===== src/rtl/sgl_pkg.sv =====
// Shared types and constants for the scatter/gather list engine.
package sgl_pkg;

	// Table geometry
	localparam int TABLE_DEPTH = 64;
	localparam int IDX_W = (TABLE_DEPTH > 1) ? $clog2(TABLE_DEPTH) : 1;
	localparam int CNT_W = $clog2(TABLE_DEPTH + 1);

	// Field widths
	localparam int CAP_W = 7;
	localparam int ADDR_W = 64;
	localparam int LEN_W = 32;
	localparam int IN_DATA_W = 136;
	localparam int OUT_DATA_W = 96;

	localparam logic [CAP_W-1:0] CAP_RESET = 7'd64;

	// Operation codes carried in the input tuser
	typedef enum logic [1:0] {
		OP_CLEAR = 2'd0,
		OP_APPEND = 2'd1,
		OP_GET = 2'd2,
		OP_REWIND = 2'd3
	} sgl_op_t;

	// Controller states
	typedef enum logic [2:0] {
		ST_IDLE,
		ST_READ,
		ST_EVAL,
		ST_FRAG,
		ST_CAP,
		ST_RESULT
	} sgl_state_t;

	// One table entry
	typedef struct packed {
		logic [ADDR_W-1:0] addr;
		logic [LEN_W-1:0] len;
	} sgl_entry_t;

	// Controller to datapath commands
	typedef struct packed {
		logic item_ld;
		logic rd_look;
		logic rd_step;
		logic clr;
		logic rewind;
		logic app_merge;
		logic app_new;
		logic get_step;
		logic res_fail;
		logic res_zero;
		logic frag_ld;
		logic cap_ld;
		logic out_ld;
	} sgl_cmd_t;

	// Datapath to controller status
	typedef struct packed {
		sgl_op_t op;
		logic can_merge;
		logic full;
		logic get_none;
		logic rem_zero;
		logic last_pair;
	} sgl_stat_t;

endpackage


===== src/rtl/sgl_ctrl.sv =====
// Controller state machine for the scatter/gather list engine.
module sgl_ctrl
	import sgl_pkg::*;
(
	input  logic clk,
	input  logic arst_n,
	input  logic s_axis_tvalid,
	output logic s_axis_tready,
	output logic m_axis_tvalid,
	input  logic m_axis_tready,
	input  sgl_stat_t stat,
	output sgl_cmd_t cmd
);

	sgl_state_t state_q;
	sgl_state_t state_nxt;
	logic out_valid_q;
	logic out_free;

	assign out_free = !out_valid_q || m_axis_tready;
	assign s_axis_tready = (state_q == ST_IDLE);
	assign m_axis_tvalid = out_valid_q;

	// Next state
	always_comb begin
		state_nxt = state_q;
		case (state_q)
			ST_IDLE: begin
				if (s_axis_tvalid) state_nxt = ST_READ;
			end
			ST_READ: state_nxt = ST_EVAL;
			ST_EVAL: begin
				if (stat.op == OP_GET && !stat.get_none
						&& !(stat.rem_zero && stat.last_pair)) begin
					state_nxt = ST_FRAG;
				end else begin
					state_nxt = ST_RESULT;
				end
			end
			ST_FRAG: state_nxt = ST_CAP;
			ST_CAP: state_nxt = ST_RESULT;
			ST_RESULT: begin
				if (out_free) state_nxt = ST_IDLE;
			end
			default: state_nxt = ST_IDLE;
		endcase
	end

	// Commands to the datapath
	always_comb begin
		cmd = '0;
		case (state_q)
			ST_IDLE: cmd.item_ld = s_axis_tvalid;
			ST_READ: cmd.rd_look = 1'b1;
			ST_EVAL: begin
				case (stat.op)
					OP_CLEAR: begin
						cmd.clr = 1'b1;
						cmd.res_zero = 1'b1;
					end
					OP_REWIND: begin
						cmd.rewind = 1'b1;
						cmd.res_zero = 1'b1;
					end
					OP_APPEND: begin
						if (stat.can_merge) begin
							cmd.app_merge = 1'b1;
							cmd.res_zero = 1'b1;
						end else if (stat.full) begin
							cmd.res_fail = 1'b1;
						end else begin
							cmd.app_new = 1'b1;
							cmd.res_zero = 1'b1;
						end
					end
					OP_GET: begin
						if (stat.get_none) begin
							cmd.res_fail = 1'b1;
						end else if (stat.rem_zero) begin
							if (stat.last_pair) begin
								cmd.res_fail = 1'b1;
							end else begin
								cmd.get_step = 1'b1;
								cmd.rd_step = 1'b1;
							end
						end
					end
					default: cmd.res_fail = 1'b1;
				endcase
			end
			ST_FRAG: cmd.frag_ld = 1'b1;
			ST_CAP: cmd.cap_ld = 1'b1;
			ST_RESULT: cmd.out_ld = out_free;
			default: cmd = '0;
		endcase
	end

	// State and output valid
	always_ff @(posedge clk or negedge arst_n) begin
		if (!arst_n) begin
			state_q <= ST_IDLE;
			out_valid_q <= 1'b0;
		end else begin
			state_q <= state_nxt;
			if (cmd.out_ld) begin
				out_valid_q <= 1'b1;
			end else if (m_axis_tready) begin
				out_valid_q <= 1'b0;
			end
		end
	end

endmodule


===== config.mk =====
export PLATFORM = sky130hd
export DESIGN_NAME = sgl_ctrl
export DESIGN_NICKNAME = d
export VERILOG_FILES = /design/src/rtl/sgl_pkg.sv /design/src/rtl/sgl_ctrl.sv
export SDC_FILE = /design/constraint.sdc
export NUM_CORES = 1
export LEC_CHECK = 0
export BUFFER_PORTS_ARGS = -buffer_cell sky130_fd_sc_hd__buf_2
export CORE_AREA = 10 10 47 49
export CTS_CLUSTER_DIAMETER = 30
export DETAILED_ROUTE_END_ITERATION = 10
export DIE_AREA = 0 0 57 59
export GPL_TIMING_DRIVEN = 0
export HOLD_SLACK_MARGIN = 0.12
export SYNTH_ARGS = -nofsm -noshare
export SYNTH_HDL_FRONTEND = slang
export SYNTH_SLANG_ARGS = --single-unit

===== constraint.sdc =====
create_clock -name clk -period 1.7 [get_ports clk]
set_input_delay 0.51 -clock clk [delete_from_list [all_inputs] [get_ports clk]]
set_output_delay 0.51 -clock clk [all_outputs]
set_load 0.01 [all_outputs]

# [Word level (Yosys, flattened, before mapping)]
# Cells that the tools add are included.
# Widths: inputs -> output; s select.
[totals] ff_bits=4 inputBits=11 out_inout_bits=15
[op_classes] eq_ne=10 mux=32 reduce_logical=12
[ops] op="$mux 1" n=23
[ops] op="$pmux 3 s6" n=1
[ops] op="$mux 3" n=3
[ops] op="$mux 8" n=1
[ops] op="$eq 3x2->1 const B" n=2
[ops] op="$eq 3x3->1 const B" n=2
[ops] op="$eq 2x2->1 const B" n=2
[ops] op="$mux 2" n=2
[ops] op="$ne 2x2->1 const B" n=2
[ops] op="$pmux 1 s2" n=2
[ops] op="$eq 3x1->1 const B" n=1
[ops] op="$logic_and 1x1->1" n=3
[ops] op="$logic_not 1->1" n=3
[ops] op="$logic_not 3->1" n=1
[ops] op="$eq 2x1->1 const B" n=1
[ops] op="$logic_not 2->1" n=1
[ops] op="$reduce_and 2->1" n=1
[ops] op="$reduce_bool 2->1" n=1
[ops] op="$reduce_or 2->1" n=1
[ops] op="$logic_or 1x1->1" n=1

# [Depth between registers and ports, before layout]
# Gate-level depths: netlist of run 1.
[logic_depth] depth_word=5 mapped_depth=5 depth_no_buf=5

# [Worst setup path before layout of run 1]
# OpenSTA, ideal clock, no wires.
[synth_path] path_kind="input port to output port" from="input stat[5] (netlist bit)" to="output cmd[10] (netlist bit)" arrival_ns=1.389 required_ns=1.190 slack_ns=-0.199 path_stages=5 n_path_buf=1 path_cell_list="inv_1 ha_1 nand2_2 nor4b_2 buf_4"
[synth_lines] item="start, declared" line_no="sgl_ctrl.sv:11" source="input sgl_stat_t stat,"
[synth_lines] item="end, declared" line_no="sgl_ctrl.sv:12" source="output sgl_cmd_t cmd"

==> results of run 1 <==
[sequential cells by signal (all words and copies together) (netlist names)]
register,flops
state_q,3
m_axis_tvalid,1
[cells by family after synthesis]
group,share of synthesized area
and+or+nand+nor,0.385
AOI/OAI and AO/OA,0.139
buffers and inverters,0.0663
adders and majority gates,0.158
DFF,0.252
[cell type report]
type | instances | area [µm²] | area share
Buffer | 1 | 7.51 | 0.0108
Clock buffer | 3 | 22.5 | 0.0324
Inverter | 5 | 18.8 | 0.0270
Multi-Input combinational cell | 37 | 337 | 0.485
Sequential cell | 4 | 104 | 0.150
Tap cell | 16 | 20.0 | 0.0288
Timing Repair Buffer | 31 | 185 | 0.267
[timing repair]
item                                    CTS  global route
setup buffers                             4             1
pin swaps                                 3             4
gates resized for setup                  11            10
hold buffers                              1             0
endpoints found under the setup margin   10            14
hold endpoints to repair                  4             0
[power breakdown]
| part | internal [mW] | leakage [nW] | switching, mW |
|---|---|---|---|
| clock network | 0.0790 | 0.0138 | 0.0388 |
| logic | 0.282 | 0.296 | 0.287 |
| registers | 0.146 | 0.0480 | 0.0383 |
| total | 0.507 | 0.358 | 0.364 |
[per-stage QoR]
stage / cell area, µm² / total power, mW / utilization / setup TNS (ps) / instances
after floorplan: 405 / 0.430 / - / -127 / 47
after global placement: 551 / 0.572 / 0.393 / -789 / 88
after detailed placement: 551 / 0.572 / 0.393 / -820 / 88
after CTS: 651 / 0.805 / 0.464 / -1470 / 96
after global routing: 694 / 0.942 / 0.496 / -2040 / 97
final: 694 / 0.871 / 0.496 / -1380 / 97
[worst reg2reg max path: cells and delay by family, from the launching register on]
kind / cells / cell delay, ps
flops: 1 / 420
compound gates: 1 / 150
buf+inv: 1 / 180
simple gates: 1 / 370
[placed cells by master (no fill, tap or decap), types with 3 or more instances in the layout]
| cell | Yosys | routed |
|---|---|---|
| sky130_fd_sc_hd__o21ai_0 | 3 | 3 |
| sky130_fd_sc_hd__inv_1 | 5 | 3 |
| sky130_fd_sc_hd__dfrtp_2 | 0 | 3 |
| sky130_fd_sc_hd__buf_4 | 1 | 5 |
| sky130_fd_sc_hd__clkbuf_4 | 0 | 4 |
| sky130_fd_sc_hd__ha_1 | 5 | 3 |
| sky130_fd_sc_hd__buf_2 | 0 | 23 |
| sky130_fd_sc_hd__nand2b_1 | 3 | 3 |
| sky130_fd_sc_hd__nor2_1 | 4 | 3 |
[worst paths after layout]
path / endpoint / slack, ps
setup / recovery: cmd[10] / -250
hold / removal: m_axis_tvalid / 520
setup reg to reg: state_q[0] / 490
hold reg to reg: m_axis_tvalid / 520
max in group asynchronous: state_q[0] / 960
min in group asynchronous: m_axis_tvalid / 610
[layer usage]
layer  part of all wire  wire length, µm
met4             0.0050                6
met3               0.13              152
met5                  0                0
met1               0.42              506
met2               0.45              545
==> summary.md, run 1 <==
- **Worst Setup SP** state_q[2]
- **number of DRC markers after the initial detailed-route iteration** 4
- **number of warnings printed during yosys synthesis** 0
- **number of global-route vias before repair** 494
- **Most used DFF post-synth** sky130_fd_sc_hd__dfrtp_1
- **starting utilization of the core area** 0.283
- **cell at the slowest stage of the critical path** sky130_fd_sc_hd__dfrtp_2
- **EDFF count, synth** 0
- **layout filler cell count** 150
- **vias per std cell** 4.79
- **mapped cell area** 397 µm²
- **static leakage** 0.358 nW
- **peak-usage layer in the global routing report** met2
- **maximum cell stage delay along the critical path** 420 ps
- **count of nets after finishing** 99
- **worst slew pin tran** 203 ps
- **endpoints failing hold** 0
- **routability congestion estimate from global placement** 0.749
- **Placeable Area** 1400 µm²
- **Hold Path Class** flip-flop to flip-flop
- **TritonCTS buffer count** 3
- **start point of the worst hold path** m_axis_tvalid
- **critical path cell sequence** nor3b_4, nand2_2, nor4b_4, buf_4, buf_6
- **Die Footprint** 3360 µm²
- **Setup WS post-layout** -254 ps
- **dominant cell type by area after synthesis** sky130_fd_sc_hd__dfrtp_1
- **clock insertion delay at the later pin of the skew report** 230 ps
- **share of Yosys cell area claimed by the top area cell type** 0.252
- **Congestion Overflow GR** 0
- **Worst setup SP type** flip-flop
- **number of clock sinks** 4
- **wire length of the first global-routing pass** 1.99 mm
- **gate count of the mapped netlist** 47
- **worst-case clock buffer depth** 2
- **number of nets produced by synthesis** 63
- **cell count of the worst reg-to-reg path** 3
- **x dimension of the die** 57 µm
- **crit path max fanout** 2
- **Die H** 59 µm
- **final clock skew** 1.54 ps
- **sort of element at the end of the critical path** primary output
- **worst max-slew margin expressed relative to the limit** 0.864
- **fraction of synthesis flops using an asynchronous set or reset pin** 1.00
- **period utilisation layout** 1.15
- **WP depth** 5
- **unrepaired setup endpoints after global routing** true
- **register area share after synthesis** 0.252
- **# diodes** 0
- **pre-CTS setup slack** -321 ps
- **Setup Crit Path Kind** flip-flop to primary output
- **largest net degree at the start of global routing** 7
- **GR Layer Usage met3** 0.0472
- **cell types with the largest area share after synthesis** sky130_fd_sc_hd__dfrtp_1 (25%), sky130_fd_sc_hd__ha_1 (16%), sky130_fd_sc_hd__inv_1 (4.7%), sky130_fd_sc_hd__nand2b_1 (4.7%), sky130_fd_sc_hd__nor3b_4 (4.7%)
- **WL/cell** 12.5 µm
- **area added between synthesis and finish** 75.1%
- **synthesized area per cell** 8.44 µm²
- **DRC errors left** 0
- **Slew Limit Fails** 0
- **result of the run** complete, but fails checks
- **instance count along the most critical hold path** 2
- **Synth cell types** 23
- **number of I/O port buffers** 25
- **Worst VDD drop** 0.000337 V
- **failing checks** setup timing
- **met2 GRT Util** 0.110
- **time the final worst path needs with I/O delays and setup** 1950 ps
- **final hold slack** 516 ps
- **Placement Rows** 14
- **final setup violating endpoints** 10
- **antenna viol nets, final** 0
- **H-tree level count** 1
- **clock root buffer** sky130_fd_sc_hd__clkbuf_4
- **category of cells accounting for the largest share of critical-path delay** simple AND/OR/NAND/NOR gates
- **Data arrival, critical path** 1440 ps
- **dpl hpwl** 943 µm
- **worst reg2reg startpoint** state_q[2]
- **vias after detailed routing** 465
- **CP Buf/Inv Count** 2
- **layout cell share with drive strength beyond 1** 0.654
- **Reg clk slew, reported paths** 40 ps
- **post-synthesis register bit count** 4
- **Commonest cells post-synth** sky130_fd_sc_hd__ha_1 (5), sky130_fd_sc_hd__inv_1 (5), sky130_fd_sc_hd__dfrtp_1 (4), sky130_fd_sc_hd__nor2_1 (4)
- **pwr dens** 1250 nW/µm²
- **Max-cap violations** 0
- **met1 Resource Use GR** 0.0734
- **Overall Global Routing Usage** 0.0708
- **upper clock frequency limit** 512 MHz
- **drt total wl** 1.21 mm
- **1st-pass router iterations** 2
- **TritonCTS clock tree** done
- **data required time at the worst endpoint** 1190 ps
- **I/O pin count** 26
- **number of antenna violations at the first check in global routing** 0
Power figures use the tool's default switching activity.
==> run 2, diff against run 1 <==
--- a/config.mk
+++ b/config.mk
@@ -12,6 +12,8 @@
 export DIE_AREA = 0 0 57 59
 export GPL_TIMING_DRIVEN = 0
 export HOLD_SLACK_MARGIN = 0.12
+export PLACE_DENSITY_LB_ADDON = 0.2
 export SYNTH_ARGS = -nofsm -noshare
 export SYNTH_HDL_FRONTEND = slang
 export SYNTH_SLANG_ARGS = --single-unit
+export TNS_END_PERCENT = 1
==> summary.md, run 2 (synthesis gave the netlist of run 1 again) <==
- **Worst VDD drop** 0.000436 V
- **period utilisation layout** 1.14
- **Placement Cell Area** 551 µm²
- **unrepaired setup endpoints after global routing** true
- **number of I/O port buffers** 25
- **Max-cap violations** 0
- **total power** 0.823 mW
- **Routed met3 length** 83 µm
- **Setup WS post-layout** -242 ps
- **x dimension of the die** 57 µm
- **routability congestion estimate from global placement** 0.747
- **DRC errors left** 0
- **Slew Limit Fails** 0
- **fin cells** 96
- **layout cell share with drive strength beyond 1** 0.600
- **most used cells in the layout excluding fill and tap cells** sky130_fd_sc_hd__buf_2 (24), sky130_fd_sc_hd__inv_1 (4), sky130_fd_sc_hd__ha_1 (4), sky130_fd_sc_hd__buf_4 (4)
- **static leakage** 0.355 nW
- **vias per std cell** 4.41
- **Clock power frac** 0.142
- **Setup TNS** -1230 ps
- **H-tree level count** 1
- **Die Footprint** 3360 µm²
- **pwr dens** 1240 nW/µm²
- **final setup violating endpoints** 10
- **Placement Rows** 14
- **fraction of power spent switching nets** 0.410
- **dpl hpwl** 930 µm
- **Data arrival, critical path** 1430 ps
- **result of the run** complete, but fails checks
- **number of clock sinks** 4
- **power share of the combinational group** 0.635
- **number of DRC markers after the initial detailed-route iteration** 5
- **Worst setup SP type** flip-flop
- **worst slew pin tran** 199 ps
- **drt total wl** 1.17 mm
- **TritonCTS buffer count** 3
- **vias after detailed routing** 423
- **I/O pin count** 26
- **Hold Path Class** flip-flop to flip-flop
- **count of nets after finishing** 98
- **starting utilization of the core area** 0.283
- **data required time at the worst endpoint** 1190 ps
- **crit path max fanout** 2
- **clock root buffer** sky130_fd_sc_hd__clkbuf_4
- **sort of element at the end of the critical path** primary output
- **area added between synthesis and finish** 67.2%
- **final clock skew** 0.468 ps
- **clock insertion delay at the later pin of the skew report** 230 ps
- **worst max-slew margin expressed relative to the limit** 0.867
- **failing checks** setup timing
- **switching power** 0.337 mW
- **summed area of non-filler cells in the final layout** 663 µm²
- **endpoints failing hold** 0
- **wire length of the first global-routing pass** 1.98 mm
- **Overall Global Routing Usage** 0.0729
- **Setup Crit Path Kind** flip-flop to primary output
- **internal power** 0.486 mW
- **time the final worst path needs with I/O delays and setup** 1940 ps
- **pre-CTS setup slack** -322 ps
- **part of the power in registers** 0.223
- **final hold slack** 528 ps
- **TritonCTS clock tree** done
- **top routing layer in use** met3
- **flip-flop count of the largest register, all copies and words added** 3
- **# diodes** 0
- **1st-pass router iterations** 3
- **antenna viol nets, final** 0
- **Die H** 59 µm
- **number of antenna violations at the first check in global routing** 0
- **upper clock frequency limit** 515 MHz
- **largest net degree at the start of global routing** 7
- **number of cells in the design after placement** 88
- **number of global-route vias before repair** 446
- **Reg clk slew, reported paths** 40 ps
- **worst-case clock buffer depth** 2
- **Detail Route met2 WL** 582 µm
- **utilization after layout** 0.473
- **most common library cell in the layout ignoring fill and taps** sky130_fd_sc_hd__buf_2
- **Placeable Area** 1400 µm²
- **Congestion Overflow GR** 0
- **wire length on met1** 503 µm
- **Reg with most FFs** state_q
- **WL/cell** 12.2 µm
[run 2: cell count changes in the layout (fill, tap and decap cells not counted), sizes merged]
cell,previous run,this run
clkbuf,4,3
[run 2: power groups by stage]
stage | combinational, mW | sequential [mW] | clock (mW)
2_1_floorplan | 0.230 | 0.201 | 0
3_3_place_gp | 0.360 | 0.213 | 0
3_5_place_dp | 0.363 | 0.211 | 0
4_1_cts | 0.508 | 0.182 | 0.126
5_1_grt | 0.578 | 0.189 | 0.127
6_report | 0.522 | 0.184 | 0.117
[run 2: repair_timing]
item,in CTS,in global routing
setup endpoints to repair,12,13
hold buffers,1,0
resized for setup,10,4
gates cloned,0,0
buffers inserted,4,0
hold endpoints to repair,4,0
pin swaps,4,1
[run 2: layer usage]
| layer | vias to the layer above | track usage |
|---|---|---|
| li1 | 225 | - |
| met1 | 183 | 0.0757 |
| met2 | 15 | 0.118 |
| met3 | 0 | 0.0300 |
| met4 | 0 | 0.0503 |
| met5 | - | 0 |
[run 2: critical path: stages (launching register included)]
cell	delay, ps
sky130_fd_sc_hd__dfrtp_2	420
sky130_fd_sc_hd__nor3b_4	230
sky130_fd_sc_hd__nand2_2	100
sky130_fd_sc_hd__nor4b_4	220
sky130_fd_sc_hd__buf_4	150
sky130_fd_sc_hd__buf_6	90
[run 2: cell type report]
| type | count | area (µm²) |
|---|---|---|
| fillers | 145 | 738 |
| multi-input cells | 37 | 317 |
| repair buffers | 30 | 175 |
| flip-flops and latches | 4 | 103 |
| clock buffers | 3 | 22.5 |
| well taps | 16 | 20.0 |
| inverters | 5 | 18.8 |
| plain buffers | 1 | 7.51 |
[run 2: path summary, 6_finish.rpt]
check	startpoint	to	slack, ps	depth (start not counted)
worst max-delay path	state_q[0]	cmd[10]	-240	5
worst min-delay path	m_axis_tvalid	m_axis_tvalid	530	2
worst max register to register	state_q[2]	state_q[0]	540	3
worst min register to register	m_axis_tvalid	m_axis_tvalid	530	2
max in group asynchronous	arst_n	state_q[0]	950	2
min in group asynchronous	arst_n	state_q[1]	620	2
